<file path="config.mk">
export PLATFORM = sky130hd
export DESIGN_NAME = fax_copy_quality_monitor_core_flat
export DESIGN_NICKNAME = d
export VERILOG_FILES = /design/src/design/fcqm_pkg.sv /design/src/design/fcqm_in_if.sv /design/src/design/fcqm_out_if.sv /design/src/design/fcqm_cfg_if.sv /design/src/design/fcqm_alu.sv /design/src/design/fcqm_page_cnt.sv /design/src/design/fax_copy_quality_monitor_core.sv /design/src/flat_wrapper.sv
export SDC_FILE = /design/constraint.sdc
export NUM_CORES = 1
export LEC_CHECK = 0
export BUFFER_PORTS_ARGS = -buffer_cell sky130_fd_sc_hd__buf_2
export CORE_UTILIZATION = 60
export CTS_CLUSTER_SIZE = 28
export DETAILED_ROUTE_END_ITERATION = 8
export PLACE_DENSITY = 0.79
export SKIP_CTS_REPAIR_TIMING = 1
export SYNTH_ARGS = -nofsm -noshare
export SYNTH_HDL_FRONTEND = slang
export SYNTH_SLANG_ARGS = --single-unit
</file>
<file path="constraint.sdc">
create_clock -name clk -period 15.9 [get_ports clk]
set_clock_uncertainty 0.2 [all_clocks]
set_input_delay 2.385 -clock clk [delete_from_list [all_inputs] [get_ports clk]]
set_output_delay 2.385 -clock clk [all_outputs]
set_load 0.01 [all_outputs]
</file>
<file path="src/design/fcqm_pkg.sv">
// fcqm_pkg: shared types and constants for the fax copy quality monitor.
// No dependencies; used by the interfaces, fcqm_page_cnt, the top level and the checker.
package fcqm_pkg;

  localparam int PCT_W      = 7;
  localparam int RUN_LIM_W  = 16;
  localparam int MARK_W     = 16;
  localparam int OUT_W      = 16;
  localparam int CFG_IDX_W  = 2;
  localparam int CFG_DATA_W = 16;
  localparam int STEP_W     = 4;

  // register indexes on the config port
  localparam logic [CFG_IDX_W-1:0] REG_MIN_PCT = 2'd0;
  localparam logic [CFG_IDX_W-1:0] REG_MAX_RUN = 2'd1;
  localparam logic [CFG_IDX_W-1:0] REG_FINE    = 2'd2;

  // item kinds
  localparam logic KIND_ROW = 1'b0;
  localparam logic KIND_END = 1'b1;

  // 100 * good vs. min_pct * total: one shifted add or subtract per bit of each factor
  localparam logic [PCT_W-1:0]  PCT_SCALE = 7'd100;
  localparam logic [STEP_W-1:0] MUL_HALF  = 4'd7;
  localparam logic [STEP_W-1:0] MUL_LAST  = 4'd13;

  typedef enum logic [1:0] {
    CAUSE_NONE  = 2'd0,
    CAUSE_PCT   = 2'd1,
    CAUSE_RUN   = 2'd2,
    CAUSE_EMPTY = 2'd3
  } cause_t;

  typedef struct packed {
    logic strobe;   // row item accepted
    logic row_ok;
    logic clear;    // end item accepted: start a new page
  } row_cmd_t;

endpackage

</file>
<file path="src/design/fcqm_in_if.sv">
// fcqm_in_if: input channel (row and end-of-page words).
// Depends on fcqm_pkg.
interface fcqm_in_if;
  logic                       valid;
  logic                       ready;
  logic                       kind;
  logic                       row_ok;
  logic                       end_mark_seen;
  logic [fcqm_pkg::MARK_W-1:0] end_mark_row;

  modport source (output valid, kind, row_ok, end_mark_seen, end_mark_row, input ready);
  modport sink   (input valid, kind, row_ok, end_mark_seen, end_mark_row, output ready);
endinterface

</file>
<file path="src/design/fcqm_out_if.sv">
// fcqm_out_if: result channel (one word per page).
// Depends on fcqm_pkg.
interface fcqm_out_if;
  logic                       valid;
  logic                       ready;
  logic [fcqm_pkg::OUT_W-1:0] total_rows;
  logic [fcqm_pkg::OUT_W-1:0] bad_rows;
  logic [fcqm_pkg::OUT_W-1:0] longest_bad_run;
  logic                       accepted;
  logic [1:0]                 reject_cause;

  modport source (output valid, total_rows, bad_rows, longest_bad_run, accepted,
                  reject_cause, input ready);
  modport sink   (input valid, total_rows, bad_rows, longest_bad_run, accepted,
                  reject_cause, output ready);
endinterface

</file>
<file path="src/design/fcqm_cfg_if.sv">
// fcqm_cfg_if: configuration write channel.
// Depends on fcqm_pkg.
interface fcqm_cfg_if;
  logic                            valid;
  logic                            ready;
  logic [fcqm_pkg::CFG_IDX_W-1:0]  index;
  logic [fcqm_pkg::CFG_DATA_W-1:0] data;

  modport source (output valid, index, data, input ready);
  modport sink   (input valid, index, data, output ready);
endinterface

</file>
<file path="src/design/fcqm_alu.sv">
// fcqm_alu: shared add/subtract unit stepped by the top-level sequencer.
// Depends on nothing.
module fcqm_alu #(
  parameter int W = 24
) (
  input  logic [W-1:0] acc,
  input  logic [W-1:0] opd,
  input  logic         sub,
  output logic [W-1:0] res
);
  assign res = sub ? (acc - opd) : (acc + opd);
endmodule

</file>
<file path="src/design/fcqm_page_cnt.sv">
// fcqm_page_cnt: per-page row counters, bad-run tracking, saturating.
// Depends on fcqm_pkg.
module fcqm_page_cnt #(
  parameter int COUNT_BITS = 16
) (
  input  logic                     clk,
  input  logic                     rst_n,
  input  fcqm_pkg::row_cmd_t       cmd,
  output logic [COUNT_BITS-1:0]    row_total,
  output logic [COUNT_BITS-1:0]    bad_total,
  output logic [COUNT_BITS-1:0]    current_run,
  output logic [COUNT_BITS-1:0]    longest_run,
  output logic                     previous_bad
);
  localparam logic [COUNT_BITS-1:0] CNT_MAX = '1;

  logic [COUNT_BITS-1:0] row_r, row_nxt, bad_r, bad_nxt;
  logic [COUNT_BITS-1:0] run_r, run_nxt, long_r, long_nxt;
  logic                  prev_r, prev_nxt;

  always_comb begin
    row_nxt  = row_r;
    bad_nxt  = bad_r;
    run_nxt  = run_r;
    long_nxt = long_r;
    prev_nxt = prev_r;
    if (cmd.clear) begin
      row_nxt  = '0;
      bad_nxt  = '0;
      run_nxt  = '0;
      long_nxt = '0;
      prev_nxt = 1'b0;
    end else if (cmd.strobe) begin
      if (row_r != CNT_MAX) row_nxt = row_r + 1'b1;
      if (cmd.row_ok) begin
        if (prev_r) begin
          if (run_r > long_r) long_nxt = run_r;
          run_nxt  = '0;
          prev_nxt = 1'b0;
        end
      end else begin
        if (bad_r != CNT_MAX) bad_nxt = bad_r + 1'b1;
        if (run_r != CNT_MAX) run_nxt = run_r + 1'b1;
        prev_nxt = 1'b1;
      end
    end
  end

  always_ff @(posedge clk) begin
    if (!rst_n) begin
      row_r  <= '0;
      bad_r  <= '0;
      run_r  <= '0;
      long_r <= '0;
      prev_r <= 1'b0;
    end else begin
      row_r  <= row_nxt;
      bad_r  <= bad_nxt;
      run_r  <= run_nxt;
      long_r <= long_nxt;
      prev_r <= prev_nxt;
    end
  end

  assign row_total    = row_r;
  assign bad_total    = bad_r;
  assign current_run  = run_r;
  assign longest_run  = long_r;
  assign previous_bad = prev_r;
endmodule

</file>
<file path="src/design/fax_copy_quality_monitor_core.sv">
// fax_copy_quality_monitor_core: top level of the fax copy quality monitor.
// Depends on fcqm_pkg, fcqm_in_if, fcqm_out_if, fcqm_cfg_if, fcqm_page_cnt, fcqm_alu.
//
//   channel  | dir | words                         | handshake
//   in_ch    | in  | row flag or end-of-page mark  | valid/ready
//   out_ch   | out | page counts and verdict       | valid/ready
//   cfg_ch   | in  | register index and data       | valid/ready (always ready)
//
// A row word is taken in ST_IDLE; the block stays ready.
// An end-of-page word goes through trim, 14 shift-add steps on the shared
// add/sub unit for the percentage compare, then the verdict into the output register.
// The next page may start while a result waits; a second verdict waits for out_ready.
// rst_n is synchronous, active low; it clears counters, config registers, out_valid and the sequencer.
module fax_copy_quality_monitor_core #(
  parameter int COUNT_BITS = 16
) (
  input  logic       clk,
  input  logic       rst_n,
  fcqm_in_if.sink    in_ch,
  fcqm_out_if.source out_ch,
  fcqm_cfg_if.sink   cfg_ch
);
  localparam int TW = (COUNT_BITS > fcqm_pkg::MARK_W) ? COUNT_BITS : fcqm_pkg::MARK_W;
  localparam int AW = TW + fcqm_pkg::PCT_W + 1;
  localparam int LW = (COUNT_BITS > fcqm_pkg::RUN_LIM_W + 1) ? COUNT_BITS
                                                              : fcqm_pkg::RUN_LIM_W + 1;

  typedef enum logic [1:0] {ST_IDLE, ST_MUL, ST_JUDGE} state_t;

  state_t state_r;

  // config registers
  logic [fcqm_pkg::PCT_W-1:0]     min_pct_r;
  logic [fcqm_pkg::RUN_LIM_W-1:0] max_run_r;
  logic                           fine_r;

  // page counters
  fcqm_pkg::row_cmd_t    cmd;
  logic [COUNT_BITS-1:0] row_total, bad_total, current_run, longest_run;
  logic                  previous_bad;
  logic                  in_fire, end_fire;

  // captured end-of-page values
  logic [TW-1:0]         total_r, total_nxt, bad_r, bad_nxt;
  logic [COUNT_BITS-1:0] long_r;
  logic [AW-1:0]         acc_r;
  logic [fcqm_pkg::STEP_W-1:0] step_r;

  // output register
  logic                         out_valid_r;
  logic                         judge_go;
  logic [fcqm_pkg::OUT_W-1:0]   o_total_r, o_bad_r, o_long_r;
  fcqm_pkg::cause_t             o_cause_r;

  assign in_ch.ready  = (state_r == ST_IDLE);
  assign cfg_ch.ready = 1'b1;
  assign in_fire  = in_ch.valid && in_ch.ready;
  assign end_fire = in_fire && (in_ch.kind == fcqm_pkg::KIND_END);

  assign cmd.strobe = in_fire && (in_ch.kind == fcqm_pkg::KIND_ROW);
  assign cmd.row_ok = in_ch.row_ok;
  assign cmd.clear  = end_fire;

  fcqm_page_cnt #(.COUNT_BITS(COUNT_BITS)) u_cnt (
    .clk          (clk),
    .rst_n        (rst_n),
    .cmd          (cmd),
    .row_total    (row_total),
    .bad_total    (bad_total),
    .current_run  (current_run),
    .longest_run  (longest_run),
    .previous_bad (previous_bad)
  );

  // trimming at end of page
  logic [TW-1:0] row_x, bad_x, run_x, mark_x, drop;
  always_comb begin
    row_x  = TW'(row_total);
    bad_x  = TW'(bad_total);
    run_x  = TW'(current_run);
    mark_x = TW'(in_ch.end_mark_row);
    drop   = (row_x > mark_x) ? (row_x - mark_x) : '0;
    total_nxt = row_x;
    bad_nxt   = bad_x;
    if (in_ch.end_mark_seen) begin
      total_nxt = mark_x;
      bad_nxt   = (drop > bad_x) ? '0 : (bad_x - drop);
    end else if (previous_bad) begin
      total_nxt = (run_x > row_x) ? '0 : (row_x - run_x);
      bad_nxt   = (run_x > bad_x) ? '0 : (bad_x - run_x);
    end
  end

  // acc = min_pct * total - 100 * good, one shifted term per step
  logic [TW-1:0]               good;
  logic [fcqm_pkg::STEP_W-1:0] step_j;
  logic [2:0]                  sh;
  logic                        mul_sub, term_on;
  logic [AW-1:0]               opd, alu_res;

  assign good    = (bad_r > total_r) ? '0 : (total_r - bad_r);
  assign mul_sub = (step_r >= fcqm_pkg::MUL_HALF);
  assign step_j  = mul_sub ? (step_r - fcqm_pkg::MUL_HALF) : step_r;
  assign sh      = step_j[2:0];
  assign term_on = mul_sub ? fcqm_pkg::PCT_SCALE[sh] : min_pct_r[sh];
  assign opd     = term_on ? ((mul_sub ? AW'(good) : AW'(total_r)) << sh) : '0;

  fcqm_alu #(.W(AW)) u_alu (
    .acc (acc_r),
    .opd (opd),
    .sub (mul_sub),
    .res (alu_res)
  );

  // verdict
  logic [LW-1:0]    limit, long_x;
  logic             fail_pct, fail_run;
  fcqm_pkg::cause_t cause;
  always_comb begin
    limit    = fine_r ? (LW'(max_run_r) << 1) : LW'(max_run_r);
    long_x   = LW'(long_r);
    fail_pct = (min_pct_r != '0) && (total_r != '0) && !acc_r[AW-1] && (acc_r != '0);
    fail_run = (max_run_r != '0) && (long_x > limit);
    if (fail_pct)             cause = fcqm_pkg::CAUSE_PCT;
    else if (fail_run)        cause = fcqm_pkg::CAUSE_RUN;
    else if (total_r == '0)   cause = fcqm_pkg::CAUSE_EMPTY;
    else                      cause = fcqm_pkg::CAUSE_NONE;
  end

  // verdict loads when the output register is free or draining this cycle
  assign judge_go = (state_r == ST_JUDGE) && (!out_valid_r || out_ch.ready);

  always_ff @(posedge clk) begin
    if (!rst_n) begin
      state_r     <= ST_IDLE;
      out_valid_r <= 1'b0;
      step_r      <= '0;
      min_pct_r   <= '0;
      max_run_r   <= '0;
      fine_r      <= 1'b0;
    end else begin
      if (cfg_ch.valid && cfg_ch.ready) begin
        case (cfg_ch.index)
          fcqm_pkg::REG_MIN_PCT: min_pct_r <= cfg_ch.data[fcqm_pkg::PCT_W-1:0];
          fcqm_pkg::REG_MAX_RUN: max_run_r <= cfg_ch.data[fcqm_pkg::RUN_LIM_W-1:0];
          fcqm_pkg::REG_FINE:    fine_r    <= cfg_ch.data[0];
          default: ;
        endcase
      end
      if (judge_go) out_valid_r <= 1'b1;
      else if (out_ch.ready) out_valid_r <= 1'b0;
      case (state_r)
        ST_IDLE: begin
          if (end_fire) begin
            total_r <= total_nxt;
            bad_r   <= bad_nxt;
            long_r  <= longest_run;
            acc_r   <= '0;
            step_r  <= '0;
            state_r <= ST_MUL;
          end
        end
        ST_MUL: begin
          acc_r <= alu_res;
          if (step_r == fcqm_pkg::MUL_LAST) state_r <= ST_JUDGE;
          else step_r <= step_r + 1'b1;
        end
        ST_JUDGE: begin
          if (judge_go) begin
            o_total_r   <= total_r[fcqm_pkg::OUT_W-1:0];
            o_bad_r     <= bad_r[fcqm_pkg::OUT_W-1:0];
            o_long_r    <= long_x[fcqm_pkg::OUT_W-1:0];
            o_cause_r   <= cause;
            state_r     <= ST_IDLE;
          end
        end
        default: state_r <= ST_IDLE;
      endcase
    end
  end

  assign out_ch.valid           = out_valid_r;
  assign out_ch.total_rows      = o_total_r;
  assign out_ch.bad_rows        = o_bad_r;
  assign out_ch.longest_bad_run = o_long_r;
  assign out_ch.accepted        = (o_cause_r == fcqm_pkg::CAUSE_NONE);
  assign out_ch.reject_cause    = o_cause_r;
endmodule

</file>
<file path="src/flat_wrapper.sv">
// flat-port wrapper written by rule: the top's interface ports become plain ports
module fax_copy_quality_monitor_core_flat 
#(
  parameter int COUNT_BITS = 16
)
  (clk, rst_n, in_ch_valid, in_ch_kind, in_ch_row_ok, in_ch_end_mark_seen, in_ch_end_mark_row, in_ch_ready, out_ch_valid, out_ch_total_rows, out_ch_bad_rows, out_ch_longest_bad_run, out_ch_accepted, out_ch_reject_cause, out_ch_ready, cfg_ch_valid, cfg_ch_index, cfg_ch_data, cfg_ch_ready);
  fcqm_in_if in_ch_i ();
  fcqm_out_if out_ch_i ();
  fcqm_cfg_if cfg_ch_i ();
  input  logic clk;
  input  logic rst_n;
  input wire logic [$bits(in_ch_i.valid)-1:0] in_ch_valid;
  input wire logic [$bits(in_ch_i.kind)-1:0] in_ch_kind;
  input wire logic [$bits(in_ch_i.row_ok)-1:0] in_ch_row_ok;
  input wire logic [$bits(in_ch_i.end_mark_seen)-1:0] in_ch_end_mark_seen;
  input wire logic [$bits(in_ch_i.end_mark_row)-1:0] in_ch_end_mark_row;
  output wire logic [$bits(in_ch_i.ready)-1:0] in_ch_ready;
  output wire logic [$bits(out_ch_i.valid)-1:0] out_ch_valid;
  output wire logic [$bits(out_ch_i.total_rows)-1:0] out_ch_total_rows;
  output wire logic [$bits(out_ch_i.bad_rows)-1:0] out_ch_bad_rows;
  output wire logic [$bits(out_ch_i.longest_bad_run)-1:0] out_ch_longest_bad_run;
  output wire logic [$bits(out_ch_i.accepted)-1:0] out_ch_accepted;
  output wire logic [$bits(out_ch_i.reject_cause)-1:0] out_ch_reject_cause;
  input wire logic [$bits(out_ch_i.ready)-1:0] out_ch_ready;
  input wire logic [$bits(cfg_ch_i.valid)-1:0] cfg_ch_valid;
  input wire logic [$bits(cfg_ch_i.index)-1:0] cfg_ch_index;
  input wire logic [$bits(cfg_ch_i.data)-1:0] cfg_ch_data;
  output wire logic [$bits(cfg_ch_i.ready)-1:0] cfg_ch_ready;
  assign in_ch_i.valid = in_ch_valid;
  assign in_ch_i.kind = in_ch_kind;
  assign in_ch_i.row_ok = in_ch_row_ok;
  assign in_ch_i.end_mark_seen = in_ch_end_mark_seen;
  assign in_ch_i.end_mark_row = in_ch_end_mark_row;
  assign in_ch_ready = in_ch_i.ready;
  assign out_ch_valid = out_ch_i.valid;
  assign out_ch_total_rows = out_ch_i.total_rows;
  assign out_ch_bad_rows = out_ch_i.bad_rows;
  assign out_ch_longest_bad_run = out_ch_i.longest_bad_run;
  assign out_ch_accepted = out_ch_i.accepted;
  assign out_ch_reject_cause = out_ch_i.reject_cause;
  assign out_ch_i.ready = out_ch_ready;
  assign cfg_ch_i.valid = cfg_ch_valid;
  assign cfg_ch_i.index = cfg_ch_index;
  assign cfg_ch_i.data = cfg_ch_data;
  assign cfg_ch_ready = cfg_ch_i.ready;
  fax_copy_quality_monitor_core #(.COUNT_BITS(COUNT_BITS)) u_core (.clk(clk), .rst_n(rst_n), .in_ch(in_ch_i), .out_ch(out_ch_i), .cfg_ch(cfg_ch_i));
endmodule
</file>
==> flow_metrics.tcl, run 1 <==
set metrics [dict create \
    status "finished, final reports clean" \
    synth_edf_count 122 \
    final_common_cell "nor2_1" \
    wl_met2_mm 20.7 \
    grt_pass1_wl_mm 70.2 \
    path_class "primary input to register" \
    cts_sinks 218 \
    rows 59 \
    insertion_delay_ns 0.52 \
    wl_met1_mm 18.9 \
    max_freq_mhz 116 \
    drive_gt1_frac 0.0903 \
    critPathCaptureType "register" \
    final.period_utilization 0.544 \
    diodes 0 \
    synth_fp_nets 2047 \
    r2r-start "u_core.step_r[1]" \
    finalMaxSlewViolations 0 \
    die_x_microns 167 \
    holdPathStages 0 \
    routed.top_layer "met4" \
    crit_fanout 19 \
    power_leakage_nw 6.97 \
    area_delta_synth_final_pct 9.37 \
    period_needed_ns 8.66 \
    start_util 0.618 \
    startpoint_type "primary input" \
    root_buffer "clkbuf_16" \
    critPathRequiredTime_ns 15.95 \
    ys_seq_area_frac 0.343 \
    postLayoutCoreUtil 0.675 \
    yosysTopAreaCell "edfxtp_1" \
    antenna_found_initial 0 \
    hp-start "u_core.bad_r[5]" \
    arrival_ns 8.71 \
    clk_pin_slew_ns 0.06 \
    hpwlAfterDp_mm 34.0 \
    r2r-end "u_core.acc_r[23]" \
    track_usage 0.315 \
    r2r_setup_slack_ns 7.89 \
    tightest_slew_ns 1.24 \
    nets 2109 \
    cts_tree "yes" \
    remaining_drc_errors 0 \
    io_pins 96 \
    synth_warnings 0 \
    rr_worst_depth 27 \
    setup_tns_ns 0 \
    rsz0062_at_grt "no" \
    cts_htree_levels 1 \
    setup_viol 0 \
    ant_nets 0 \
    route.met3.wl_mm 2.40 \
    synth_ff_type "edfxtp_1" \
    powerDensity_nw_per_um2 80.3 \
    syn_area_sq_um 16300 \
    slew_headroom 0.166 \
    die_height_microns 167 \
    hold_viol 0 \
    grt_max_degree 49 \
    holdPathEnd "u_core.out_ch.bad_rows[5]" \
    cpMaxStageDelayCell "o21ai_1" \
    viasPerCell 6.29 \
    cp_slowest_stage_delay_ns 0.85 \
    synth.distinct_cells 89 \
    numCtsBuffers 24 \
    synth-seq-cells 218 \
    cap_violations 0 \
    grt_pass1_vias 13610 \
    grt_overflow_total 0 \
    synthArstFlopShare 0 \
    syn_inst 1857 \
    peakVddDrop_uv 78.6 \
    gp_congestion 0.960 \
    portBuffers 94 \
    vias 14299 \
    drtIter0Drc 1367 \
    clock_path_buffers 3 \
    hold_class "register to register" \
    fp.dieArea_sq_um 27800 \
    routed_wl_mm 44.4 \
    firstDrtPassIters 8 \
    core_area_sq_um 26400 \
    wl_per_cell_microns 19.5 \
    synth_area_leaders "edfxtp_1 23%, dfxtp_1 12%, ha_1 11%, nor2_1 4.1%, nand2_1 3.8%" \
    final_cell_mix "178 x nor2_1, 165 x nand2_1, 142 x ha_1, 122 x edfxtp_1, 119 x inv_1" \
    synth.avg_cell_area_sq_um 8.77 \
    yosysTopAreaCellShare 0.225 \
]
## final cells by class
cell class	instances	area (sq um)
flip-flops and latches	218	5590
fillers	2185	8550
inverters	119	447
multi-input cells	1448	10000
clock buffers	31	648
repair buffers	108	576
well taps	335	419
clock inverters	13	126
## critical path, delay by kind of cell
family	cells	cell delay (ns)
adder cells (fa/ha/maj)	4	0.97
buffers and inverters	4	0.49
AND/OR/NAND/NOR	2	0.27
AO/OA/AOI/OAI	20	4.56
## worst max path at each step
stage | slack (ns) | to | cells past startpoint | from
2_1_floorplan | 7.78 | u_core.bad_r[10] | 27 | in_ch_end_mark_row[0]
3_3_place_gp | 6.97 | u_core.bad_r[1] | 30 | in_ch_end_mark_row[0]
3_5_place_dp | 6.83 | u_core.bad_r[3] | 30 | in_ch_end_mark_row[0]
4_1_cts | 7.31 | u_core.bad_r[3] | 30 | in_ch_end_mark_row[0]
5_1_grt | 6.81 | u_core.bad_r[3] | 30 | in_ch_end_mark_row[0]
6_report | 7.24 | u_core.bad_r[3] | 30 | in_ch_end_mark_row[0]
## logic make-up (layout without fill, tap and decap cells)
logic type / Yosys count / in the layout / synth area share
AND/OR/NAND/NOR: 628 / 628 / 0.185
AO/OA/AOI/OAI: 489 / 489 / 0.205
flip-flops: 218 / 218 / 0.343
buffers and inverters: 191 / 271 / 0.0447
adder cells (fa/ha/maj): 148 / 148 / 0.117
XOR/XNOR: 121 / 121 / 0.0660
multiplexers: 61 / 61 / 0.0387
other: 1 / 1 / 0.000230
## power by group
| part | internal, W | switching (W) |
|---|---|---|
| Sequential | 0.000607 | 0.0000121 |
| Clock | 0.000321 | 0.000229 |
| Combinational | 0.000108 | 0.000153 |
## metrics by stage
step,area [sq um],hold slack [ns],power [W],setup slack [ns],instances
global route,17800,0.271,0.00149,6.81,2272
global placement,17000,0.238,0.000879,6.97,2228
floorplan,16300,0.226,0.000825,7.78,1857
finish,17800,0.250,0.00143,7.24,2272
CTS,17800,0.253,0.00143,7.31,2272
detailed placement,17000,0.234,0.000886,6.83,2228
## registers in the layout, indices dropped and copies added, names as in the netlist, 2 cells and up
name,count
u_core.out_ch.reject_cause,2
u_core.u_cnt.longest_run,16
u_core.step_r,4
u_core.u_cnt.row_total,16
u_core.bad_r,16
u_core.out_ch.longest_bad_run,16
u_core.out_ch.total_rows,16
u_core.u_cnt.bad_total,16
u_core.acc_r,24
u_core.out_ch.bad_rows,16
u_core.u_cnt.current_run,16
u_core.max_run_r,16
u_core.total_r,16
u_core.state_r,2
u_core.min_pct_r,7
u_core.long_r,16
## per-layer routing
metal  vias to the layer above  global-route usage
met3                       116              0.0292
met5                         -                   0
met1                      6735               0.401
met2                       516               0.537
met4                         0               0.154
li1                       6932                   -
## cells in the mapped netlist (9+ instances only)
| master | instances |
|---|---|
| clkbuf_1 | 64 |
| nor2b_1 | 36 |
| xor2_1 | 50 |
| and2_1 | 14 |
| dfxtp_1 | 96 |
| nand2b_1 | 25 |
| and3_1 | 24 |
| o2111ai_1 | 11 |
| o221ai_1 | 12 |
| nor2_1 | 178 |
| o31ai_1 | 14 |
| nand4_1 | 31 |
| a21o_1 | 33 |
| nand3_1 | 47 |
| a22oi_1 | 9 |
| or3_1 | 17 |
| xnor2_1 | 70 |
| inv_1 | 119 |
| nand2_1 | 165 |
| ha_1 | 142 |
| o211ai_1 | 16 |
| edfxtp_1 | 122 |
| nor3_1 | 41 |
| nor4_1 | 16 |
| a221oi_1 | 17 |
| nand3b_1 | 10 |
| a211oi_1 | 25 |
| a21oi_1 | 117 |
| o21ai_0 | 82 |
| o21a_1 | 28 |
| a21boi_0 | 30 |
| a31oi_1 | 14 |
| mux2i_1 | 55 |
Power figures use the tool's default switching activity.
==> inputs of run 2 (changes only) <==
==> constraint.sdc (replaced) <==
create_clock -name clk -period 8.5 [get_ports clk]
set_clock_uncertainty 0.2 [all_clocks]
set_input_delay 1.275 -clock clk [delete_from_list [all_inputs] [get_ports clk]]
set_output_delay 1.275 -clock clk [all_outputs]
set_load 0.01 [all_outputs]
==> flow_metrics.tcl, run 2 (same netlist as run 1, synthesis figures left out) <==
set metrics [dict create \
    viasPerCell 6.31 \
    core_area_sq_um 26400 \
    insertion_delay_ns 0.53 \
    portBuffers 94 \
    grt_pass1_vias 14033 \
    antenna_found_initial 1 \
    routed_wl_mm 44.2 \
    grt_pass1_wl_mm 71.4 \
    wl_per_cell_microns 19.4 \
    powerDensity_nw_per_um2 151 \
    clock_path_buffers 3 \
    peakVddDrop_uv 125 \
    rsz0062_at_grt "no" \
    nets 2113 \
    cts_sinks 218 \
    numCtsBuffers 25 \
    crit_fanout 6 \
    slew_headroom 0.192 \
    tightest_slew_ns 1.21 \
    status "finished, final reports clean" \
    period_needed_ns 7.44 \
    hold_viol 0 \
    firstDrtPassIters 6 \
    critPathCaptureType "register" \
    hold_class "register to register" \
    finalMaxSlewViolations 0 \
    finalPower_w 0.00270 \
    max_freq_mhz 134 \
    start_util 0.618 \
    startpoint_type "register" \
    ant_nets 0 \
    diodes 0 \
    grt_overflow_total 0 \
    largest_reg_flops 24 \
    final_cell_mix "178 x nor2_1, 165 x nand2_1, 142 x ha_1, 122 x edfxtp_1, 119 x inv_1" \
    drtIter0Drc 1174 \
    remaining_drc_errors 0 \
    power_leakage_nw 7.02 \
    rows 59 \
    cpMaxStageDelayCell "a2111oi_0" \
    track_usage 0.320 \
    drive_gt1_frac 0.0953 \
    seqPwrFrac 0.428 \
    area_delta_synth_final_pct 9.75 \
    io_pins 96 \
    clk_pin_slew_ns 0.06 \
    path_class "register to register" \
    die_x_microns 167 \
    cp_slowest_stage_delay_ns 0.58 \
    fp.dieArea_sq_um 27800 \
    switching_power_w 0.000745 \
    root_buffer "clkbuf_16" \
    p_int_w 0.00196 \
    path_buf_inv 2 \
    p_sw_frac 0.275 \
    final_common_cell "nor2_1" \
    vias 14359 \
    power.share.clock 0.391 \
    critPathTopFamily "compound AO/OA/AOI/OAI gates" \
    setup_tns_ns 0 \
    gp_congestion 0.967 \
    cap_violations 0 \
    setup_viol 0 \
    grt_max_degree 49 \
    holdWs_ns 0.247 \
    arrival_ns 7.62 \
    hpwlAfterDp_mm 34.0 \
    regMostFlops "u_core.acc_r" \
    cts_htree_levels 1 \
    comb_power_share 0.181 \
    critPathRequiredTime_ns 8.68 \
    r2r_setup_slack_ns 1.06 \
    die_height_microns 167 \
    cts_tree "yes" \
    final.period_utilization 0.876 \
]
[run 2: changes by cell type in the layout (fill, tap and decap cells not counted), sizes merged]
cell / change
buf: +3
bufinv: -1
clkbuf: +3
clkinv: +1
clkinvlp: -2
inv: +1
[run 2: final timing paths]
| check | start | endpoint | cells past startpoint |
|---|---|---|---|
| worst max-delay path | u_core.total_r[0] | u_core.acc_r[23] | 29 |
| worst min-delay path | u_core.bad_r[2] | u_core.out_ch.bad_rows[2] | 0 |
| worst max register to register | u_core.total_r[0] | u_core.acc_r[23] | 29 |
| worst min register to register | u_core.bad_r[2] | u_core.out_ch.bad_rows[2] | 0 |
[run 2: layout make-up]
type                    instances  area [sq um]
repair buffers                111           598
multi-input cells            1448         10000
clock buffers                  34           714
well taps                     335           419
fillers                      2128          8490
inverters                     119           447
flip-flops and latches        218          5590
clock inverters                12          98.8
[run 2: per-stage QoR]
step	std cells	area [sq um]	setup WS (ns)	util
after floorplan	1857	16300	1.49	-
after global placement	2231	17100	1.40	0.647
after detailed placement	2231	17100	1.15	0.647
after CTS	2277	17900	1.14	0.678
after global routing	2277	17900	0.438	0.678
final	2277	17900	1.06	0.678
[run 2: layer usage]
metal	up-vias	global-route usage	share of wire
met1	6765	0.399	0.42
met3	115	0.0397	0.061
met4	2	0.159	0.052
met2	543	0.546	0.46
met5	-	0	0.00043
li1	6934	-	-
[run 2: power groups by stage]
stage | Combinational [W] | Clock, W | Sequential [W]
finish | 0.000490 | 0.00106 | 0.00116
global route | 0.000539 | 0.00111 | 0.00116
CTS | 0.000481 | 0.00107 | 0.00116
detailed placement | 0.000478 | 0 | 0.00118
global placement | 0.000464 | 0 | 0.00118
floorplan | 0.000376 | 0 | 0.00117
==> inputs of run 3 (changes only) <==
--- a/config.mk
+++ b/config.mk
@@ -6,10 +6,10 @@
 export NUM_CORES = 1
 export LEC_CHECK = 0
 export BUFFER_PORTS_ARGS = -buffer_cell sky130_fd_sc_hd__buf_2
-export CORE_UTILIZATION = 60
+export CORE_UTILIZATION = 63
 export CTS_CLUSTER_SIZE = 28
 export DETAILED_ROUTE_END_ITERATION = 8
-export PLACE_DENSITY = 0.79
+export PLACE_DENSITY = 0.82
 export SKIP_CTS_REPAIR_TIMING = 1
 export SYNTH_ARGS = -nofsm -noshare
 export SYNTH_HDL_FRONTEND = slang
==> flow_metrics.tcl, run 3 (same netlist as run 1, synthesis figures left out) <==
set metrics [dict create \
    cap_violations 0 \
    pre_cts_ws_ns 1.02 \
    firstDrtPassIters 5 \
    critPathCaptureType "register" \
    drive_gt1_frac 0.0948 \
    area_delta_synth_final_pct 9.93 \
    status "finished, final reports clean" \
    final_cell_mix "178 x nor2_1, 165 x nand2_1, 142 x ha_1, 122 x edfxtp_1, 119 x inv_1" \
    cp_slowest_stage_delay_ns 0.69 \
    grt_overflow_total 0 \
    gp_congestion 0.962 \
    ant_nets 0 \
    arrival_ns 7.61 \
    fp.dieArea_sq_um 26500 \
    period_needed_ns 7.45 \
    numCtsBuffers 25 \
    rsz0062_at_grt "no" \
    crit_fanout 18 \
    comb_power_share 0.179 \
    cpMaxStageDelayCell "dfxtp_1" \
    antenna_found_initial 0 \
    viasPerCell 6.40 \
    power.share.clock 0.402 \
    path_buf_inv 3 \
    startpoint_type "register" \
    finalPower_w 0.00277 \
    cts_tree "yes" \
    seq_area_sq_um 5590 \
    regMostFlops "u_core.acc_r" \
    grt_pass1_vias 13649 \
    diodes 0 \
    hpwlAfterDp_mm 33.7 \
    final_common_cell "nor2_1" \
    critPathTopFamily "compound AO/OA/AOI/OAI gates" \
    start_util 0.645 \
    powerDensity_nw_per_um2 155 \
    largest_reg_flops 24 \
    slew_headroom 0.197 \
    switching_power_w 0.000762 \
    hold_viol 0 \
    portBuffers 94 \
    p_int_w 0.00201 \
    die_height_microns 163 \
    tightest_slew_ns 1.19 \
    core_area_sq_um 25300 \
    multiInputGateArea_sq_um 10000 \
    drtIter0Drc 1358 \
    insertion_delay_ns 0.53 \
    seqPwrFrac 0.419 \
    nets 2113 \
    timing.final.ws_setup_ns 1.05 \
    clock_path_buffers 3 \
    rows 58 \
    hold_class "register to register" \
    cts_htree_levels 1 \
    track_usage 0.337 \
    grt_pass1_wl_mm 70.8 \
    cts_sinks 218 \
    power_leakage_nw 7.03 \
    critPathRequiredTime_ns 8.66 \
    io_pins 96 \
    p_sw_frac 0.275 \
    routed_wl_mm 44.9 \
    setup_tns_ns 0 \
    vias 14535 \
    postLayoutCoreUtil 0.709 \
    die_x_microns 163 \
    grt_max_degree 49 \
    peakVddDrop_uv 178 \
    max_freq_mhz 134 \
    final.period_utilization 0.876 \
    finalMaxSlewViolations 0 \
    crit_top_cell "ha_1" \
    remaining_drc_errors 0 \
    root_buffer "clkbuf_16" \
    clk_pin_slew_ns 0.06 \
    setup_viol 0 \
    fillers 2006 \
    path_class "register to register" \
    wl_per_cell_microns 19.8 \
]
## run 3: worst reg2reg max path, stage by stage (launching register included)
cell,delay [ns]
dfxtp_1,0.69
inv_1,0.20
ha_1,0.48
mux2i_1,0.21
buf_4,0.26
mux2i_1,0.33
o41a_1,0.49
nor2_1,0.15
nand2_1,0.12
ha_1,0.18
inv_1,0.07
a2111oi_0,0.55
nand3_1,0.27
o31ai_1,0.35
xnor2_1,0.17
ha_1,0.31
a21o_1,0.20
a21oi_1,0.17
a21boi_0,0.19
a31oi_1,0.08
a211oi_1,0.38
nor2b_1,0.12
a211o_1,0.34
a21o_1,0.18
a21oi_1,0.19
xor3_1,0.34
nor2_1,0.09
## run 3: metrics by stage
stage / std cells / hold WS [ns] / area [sq um]
after CTS: 2271 / 0.260 / 17900
after floorplan: 1857 / 0.226 / 16300
after detailed placement: 2226 / 0.247 / 17000
final: 2271 / 0.262 / 17900
after global routing: 2271 / 0.270 / 17900
after global placement: 2226 / 0.236 / 17000
## run 3: power by group through the flow
stage	clock (W)	combinational, W	sequential [W]
2_1_floorplan	0	0.000376	0.00117
3_3_place_gp	0	0.000463	0.00118
3_5_place_dp	0	0.000479	0.00118
4_1_cts	0.00112	0.000485	0.00116
5_1_grt	0.00117	0.000543	0.00116
6_report	0.00111	0.000495	0.00116
## run 3: worst paths after layout
kind                                                   start                 to  slack [ns]  depth (start not counted)
worst max-delay path                        u_core.step_r[1]   u_core.acc_r[23]        1.05                         26
worst min-delay path            u_core.u_cnt.longest_run[10]  u_core.long_r[10]        0.26                          0
worst max register to register              u_core.step_r[1]   u_core.acc_r[23]        1.05                         26
worst min register to register  u_core.u_cnt.longest_run[10]  u_core.long_r[10]        0.26                          0
## run 3: layout make-up
class | instances | share of cell area
flip-flops and latches | 218 | 0.312
inverters | 119 | 0.0250
well taps | 330 | 0.0231
clock inverters | 14 | 0.00895
repair buffers | 111 | 0.0334
multi-input cells | 1448 | 0.559
clock buffers | 31 | 0.0385
## run 3: metal layers
| metal | vias to the layer above | track usage | share of wire |
|---|---|---|---|
| met5 | - | 0 | 0 |
| met4 | 0 | 0.175 | 0.054 |
| met3 | 130 | 0.0316 | 0.057 |
| met2 | 559 | 0.566 | 0.47 |
| met1 | 6886 | 0.431 | 0.42 |
| li1 | 6960 | - | - |
